**config.mk**
```make
export PLATFORM = sky130hd
export DESIGN_NAME = mmcs_div
export DESIGN_NICKNAME = d
export VERILOG_FILES = /design/src/rtl/core/mmcs_pkg.sv /design/src/rtl/core/mmcs_div.sv
export SDC_FILE = /design/constraint.sdc
export NUM_CORES = 1
export LEC_CHECK = 0
export BUFFER_PORTS_ARGS = -buffer_cell sky130_fd_sc_hd__buf_2
export CAP_MARGIN = 20
export CORE_MARGIN = 2
export CORE_UTILIZATION = 40
export DETAILED_ROUTE_END_ITERATION = 7
export GPL_TIMING_DRIVEN = 0
export SYNTH_ARGS = -nofsm -noshare
export SYNTH_HDL_FRONTEND = slang
export SYNTH_SLANG_ARGS = --single-unit
```
**constraint.sdc**
```tcl
create_clock -name clk -period 3.65 [get_ports clk]
set_input_delay 0.1825 -clock clk [delete_from_list [all_inputs] [get_ports clk]]
set_output_delay 0.1825 -clock clk [all_outputs]
set_load 0.02 [all_outputs]
```
**src/rtl/core/mmcs_pkg.sv**
```systemverilog
// Shared constants for the min/max contrast stretch block.
// Used by the channel interfaces, the divider and the top level.
package mmcs_pkg;

  // Defaults for the top-level parameters
  localparam int DEF_MAX_SIDE    = 256;
  localparam int DEF_SAMPLE_BITS = 32;

  // Fixed field widths
  localparam int SAMPLE_W  = 32;
  localparam int COORD_W   = 8;
  localparam int CFG_W     = 9;
  localparam int SIDE_W    = 9;
  localparam int TOT_W     = 2 * SIDE_W;
  localparam int PIX_W     = 16;
  localparam int Q_BITS    = 16;
  localparam int REG_IDX_W = 2;

  localparam logic [PIX_W-1:0] Q88_FULL = 16'd65280;

  // Configuration register indexes
  localparam logic [REG_IDX_W-1:0] REG_WIDTH  = 2'd0;
  localparam logic [REG_IDX_W-1:0] REG_HEIGHT = 2'd1;
  localparam logic [REG_IDX_W-1:0] REG_FLIP   = 2'd2;

  // Read orders
  localparam logic [1:0] FLIP_ROT    = 2'd0;
  localparam logic [1:0] FLIP_ORIG   = 2'd1;
  localparam logic [1:0] FLIP_MIRROR = 2'd2;

  // Reset values of the size registers
  localparam logic [CFG_W-1:0] SIDE_RESET = 9'd256;

endpackage

```
**src/rtl/core/mmcs_div.sv**
```systemverilog
// Restoring divider: quotient = floor(65280 * d / den) for d < den, one bit a cycle.
// Depends on mmcs_pkg for the quotient width.
module mmcs_div #(
  parameter int SAMPLE_BITS = mmcs_pkg::DEF_SAMPLE_BITS
) (
  input  logic                         clk,
  input  logic                         rst,
  input  logic                         start,
  input  logic [SAMPLE_BITS-1:0]       d,
  input  logic [SAMPLE_BITS-1:0]       den,
  output logic                         done,
  output logic [mmcs_pkg::Q_BITS-1:0]  quotient
);
  localparam int QB    = mmcs_pkg::Q_BITS;
  localparam int NW    = SAMPLE_BITS + QB;
  localparam int CNT_W = $clog2(QB);

  logic [NW-1:0]          num;
  logic [SAMPLE_BITS-1:0] rem;
  logic [SAMPLE_BITS-1:0] den_r;
  logic [QB-1:0]          nlow;
  logic [CNT_W-1:0]       cnt;
  logic                   busy;
  logic [SAMPLE_BITS:0]   trial;
  logic [SAMPLE_BITS:0]   diff;
  logic                   ge;

  // 65280 * d as (d << 16) - (d << 8)
  assign num = {d, {QB{1'b0}}} - {{(QB/2){1'b0}}, d, {(QB/2){1'b0}}};

  // One restoring step
  assign trial = {rem, nlow[QB-1]};
  assign diff  = trial - {1'b0, den_r};
  assign ge    = trial >= {1'b0, den_r};

  // Sequence the steps
  always_ff @(posedge clk) begin
    if (rst) begin
      busy <= 1'b0;
      done <= 1'b0;
      cnt  <= '0;
    end else if (start) begin
      busy <= 1'b1;
      done <= 1'b0;
      cnt  <= '0;
    end else if (busy) begin
      cnt <= cnt + 1'b1;
      if (cnt == CNT_W'(QB - 1)) begin
        busy <= 1'b0;
        done <= 1'b1;
      end else begin
        done <= 1'b0;
      end
    end else begin
      done <= 1'b0;
    end
  end

  // Remainder and quotient datapath
  always_ff @(posedge clk) begin
    if (start) begin
      rem   <= num[NW-1:QB];
      nlow  <= num[QB-1:0];
      den_r <= den;
    end else if (busy) begin
      rem      <= ge ? diff[SAMPLE_BITS-1:0] : trial[SAMPLE_BITS-1:0];
      nlow     <= {nlow[QB-2:0], 1'b0};
      quotient <= {quotient[QB-2:0], ge};
    end
  end

  a_rem_below_den: assert property (@(posedge clk) disable iff (rst)
    busy |-> rem < den_r) else $error("divider remainder not below divisor");
  a_done_after_busy: assert property (@(posedge clk) disable iff (rst)
    done |-> $past(busy)) else $error("divider done without a run");
  a_start_runs: assert property (@(posedge clk) disable iff (rst)
    start |=> busy) else $error("divider did not start");
  a_done_pulse: assert property (@(posedge clk) disable iff (rst)
    done |=> !done) else $error("divider done held");

endmodule
```
==> flow_metrics.env <==
export IMPL_grt_pass1_wl_um=31100
export IMPL_hp_class="in -> reg"
export IMPL_cts_clk_slew_worst_paths_ns=0.07
export IMPL_drc_errors=0
export IMPL_status="completed"
export IMPL_grt_antenna_before_repair=0
export IMPL_cts_tree="built"
export IMPL_worst_pin_slew_ns=0.930
export IMPL_wl_per_cell_um=17.0
export IMPL_max_freq_ghz=0.288
export IMPL_syn_nets=911
export IMPL_synthCells=785
export IMPL_synth_avg_cell_area_um2=9.48
export IMPL_clk_insertion_delay_late_ns=0.35
export IMPL_io_pins=84
export IMPL_htree_levels=3
export IMPL_n_antenna_cell=0
export IMPL_p_leak_nw=3.79
export IMPL_ys_top_cells_by_area="edfxtp_1 (36%), ha_1 (9.8%), mux2i_1 (4.4%), a21oi_1 (4.2%), inv_1 (3.8%)"
export IMPL_dp_hpwl_um=15100
export IMPL_syn_to_final_growth_pct=17.4
export IMPL_initial_core_util_pct=41.1
export IMPL_ys_seq_area_share_pct=37.1
export IMPL_power_density_nw_per_um2=593
export IMPL_cts_inserted_buffers=9
export IMPL_whs_path_depth=1
export IMPL_core_um2=18100
export IMPL_fin_nets=1033
export IMPL_slew_headroom_pct=38.0
export IMPL_layout_drive_gt1_share_pct=15.7
export IMPL_synthArstFlopShare_pct=0
export IMPL_die_x_um=140
export IMPL_synth_largest_area_cell="edfxtp_1"
export IMPL_grt_max_degree=40
export IMPL_grt_pass1_vias=5975
export IMPL_irDropWorstVdd_mv=0.205
export IMPL_period_share_pct=95.2
export IMPL_die_h_um=140
export IMPL_finalPower_mw=5.18
export IMPL_synth_top_area_share_pct=35.5
export IMPL_clk_path_buf_depth=2
export IMPL_fp_dieArea_um2=19700
export IMPL_rsz0062_at_grt="no"
export IMPL_finalHoldViolCount=0
export IMPL_start_kind="register"
export IMPL_max_cap_violations=0
export IMPL_yosysUniqueCellTypes=71
export IMPL_grt_usage_pct=20.0
export IMPL_setup_tns_ns=0
export IMPL_clkSinkCount=94
export IMPL_overflow=0
export IMPL_fin_skew_ns=0.0125
export IMPL_fin_crit_ns=3.47
export IMPL_synthFlopType="edfxtp_1"
export IMPL_ant_nets=0
export IMPL_drt_first_pass_iters=5
export IMPL_required_ns=3.72
export IMPL_mappedNetlistArea_um2=7440
export IMPL_reg2reg_depth=12
export IMPL_setup_viol=0
export IMPL_wl_um=19300
export IMPL_synth_seq_cells=94
export IMPL_place_gp_congestion=0.902
export IMPL_clockRootBuffer="clkbuf_16"
export IMPL_fin_hold_ws_ns=0.0142
export IMPL_yosysWarnings=0
export IMPL_io_buffers=83
export IMPL_arrival_ns=3.55
export IMPL_critPathKind="reg -> reg"
export IMPL_cp_end_kind="register"
export IMPL_core_rowCount=49
export IMPL_crit_fanout=10
export IMPL_finalMaxSlewViolations=0
export IMPL_drtIter0Drc=447
export IMPL_num_vias=6222
export IMPL_via_per_inst=5.45
export IMPL_synth_edf_count=88
## state kept, by name, indices dropped and copies added, names as in the netlist
register / count
den_r: 32
nlow: 8
quotient: 16
cnt: 4
rem: 32
busy: 1
done: 1
## cell usage after synthesis, types with 5 or more instances
master / number
nand4_1: 18
buf_6: 6
nor2_1: 49
and3_1: 5
dfxtp_1: 6
a21boi_0: 5
clkbuf_1: 15
a21oi_1: 63
a211oi_1: 6
o21ai_1: 8
o211ai_1: 5
a22oi_1: 5
inv_1: 76
edfxtp_1: 88
a31oi_1: 8
nor3_1: 17
nand2_1: 56
o21a_1: 10
nor2b_1: 7
o31ai_1: 10
xor2_1: 27
nand3_1: 12
mux2_2: 7
o21bai_1: 11
nor4_1: 7
a21o_1: 22
or3_1: 6
mux2i_1: 33
ha_1: 58
o21ai_0: 35
xnor2_1: 32
## cell type report
class / instances / area [um^2]
well taps: 229 / 287
clock buffers: 12 / 268
repair buffers: 111 / 693
flip-flops and latches: 94 / 2760
multi-input cells: 587 / 4250
fillers: 1750 / 9350
plain buffers: 27 / 153
inverters: 77 / 292
clock inverters: 4 / 35.0
## worst max-delay path: stages, from the launching register on
cell and delay (ns):
edfxtp_1 0.45, ha_1 0.31, buf_2 0.18, nand4_1 0.27, nor4_2 0.42, nand4_1 0.20
a21boi_0 0.26, o21a_1 0.21, o31ai_4 0.16, inv_4 0.19, buf_6 0.20, mux2i_1 0.25
mux2i_1 0.09
## routing by layer
layer	part of all wire, %	global-route usage [%]
met4	1.4	5.79
met5	0	0
met3	3.5	2.05
met2	44	30.5
met1	51	29.9
## path summary, 6_finish.rpt
| kind | start | endpoint | slack (ns) |
|---|---|---|---|
| setup reg to reg | rem[25] | rem[7] | 0.18 |
| setup / recovery | rem[25] | rem[7] | 0.18 |
| hold reg to reg | quotient[13] | quotient[14] | 0.44 |
| hold / removal | den[9] | den_r[9] | 0.01 |
## where the power goes
part	total (mW)	switching, mW	leakage [nW]	internal [mW]
Clock	0.961	0.429	0.151	0.532
Combinational	2.63	1.53	2.73	1.11
Sequential	1.58	0.142	0.912	1.44
## kinds of logic after synthesis
| group | after synthesis | share of synthesized area [%] |
|---|---|---|
| multiplexers | 40 | 5.50 |
| flip-flops | 94 | 37.1 |
| buffers and inverters | 104 | 5.97 |
| XOR/XNOR | 59 | 6.94 |
| adder cells (fa/ha/maj) | 59 | 10.0 |
| AND/OR/NAND/NOR | 202 | 13.7 |
| AO/OA/AOI/OAI | 227 | 20.8 |
## stage by stage
stage / instances / util, % / instance area (um^2) / setup slack [ns]
2_1_floorplan: 785 / - / 7440 / 0.843
3_3_place_gp: 1097 / 45.0 / 8140 / 0.0541
3_5_place_dp: 1099 / 45.2 / 8170 / 0.0148
4_1_cts: 1137 / 48.1 / 8700 / 0.00110
5_1_grt: 1141 / 48.3 / 8730 / 0.0423
6_report: 1141 / 48.3 / 8730 / 0.176
## timing repair
| action | CTS | global route |
|---|---|---|
| endpoints found under the hold margin | 22 | 0 |
| buffers inserted | 0 | 4 |
| hold buffers | 22 | 0 |
| gates resized for setup | 0 | 2 |
| setup endpoints to repair | 0 | 12 |
## cells in the final DEF, fill, tap and decap left out, types with 6 or more instances in the layout
cell type and n:
edfxtp_1 88, buf_2 87, inv_1 76, a21oi_1 63
ha_1 58, nand2_1 55, nor2_1 49, o21ai_0 35
mux2i_1 33, xnor2_1 32, xor2_1 27, a21o_1 22
dlygate4sd3_1 22, nand4_1 18, nor3_1 17, clkbuf_1 16
nand3_1 12, o21bai_1 11, o21a_1 10, o31ai_1 10
clkbuf_16 10, o21ai_1 8, a31oi_1 8, nor2b_1 7
mux2_2 7, or3_1 6, a211oi_1 6, buf_6 6
nor4_1 6, dfxtp_1 6
No activity file was read; power rests on OpenSTA's default activity.
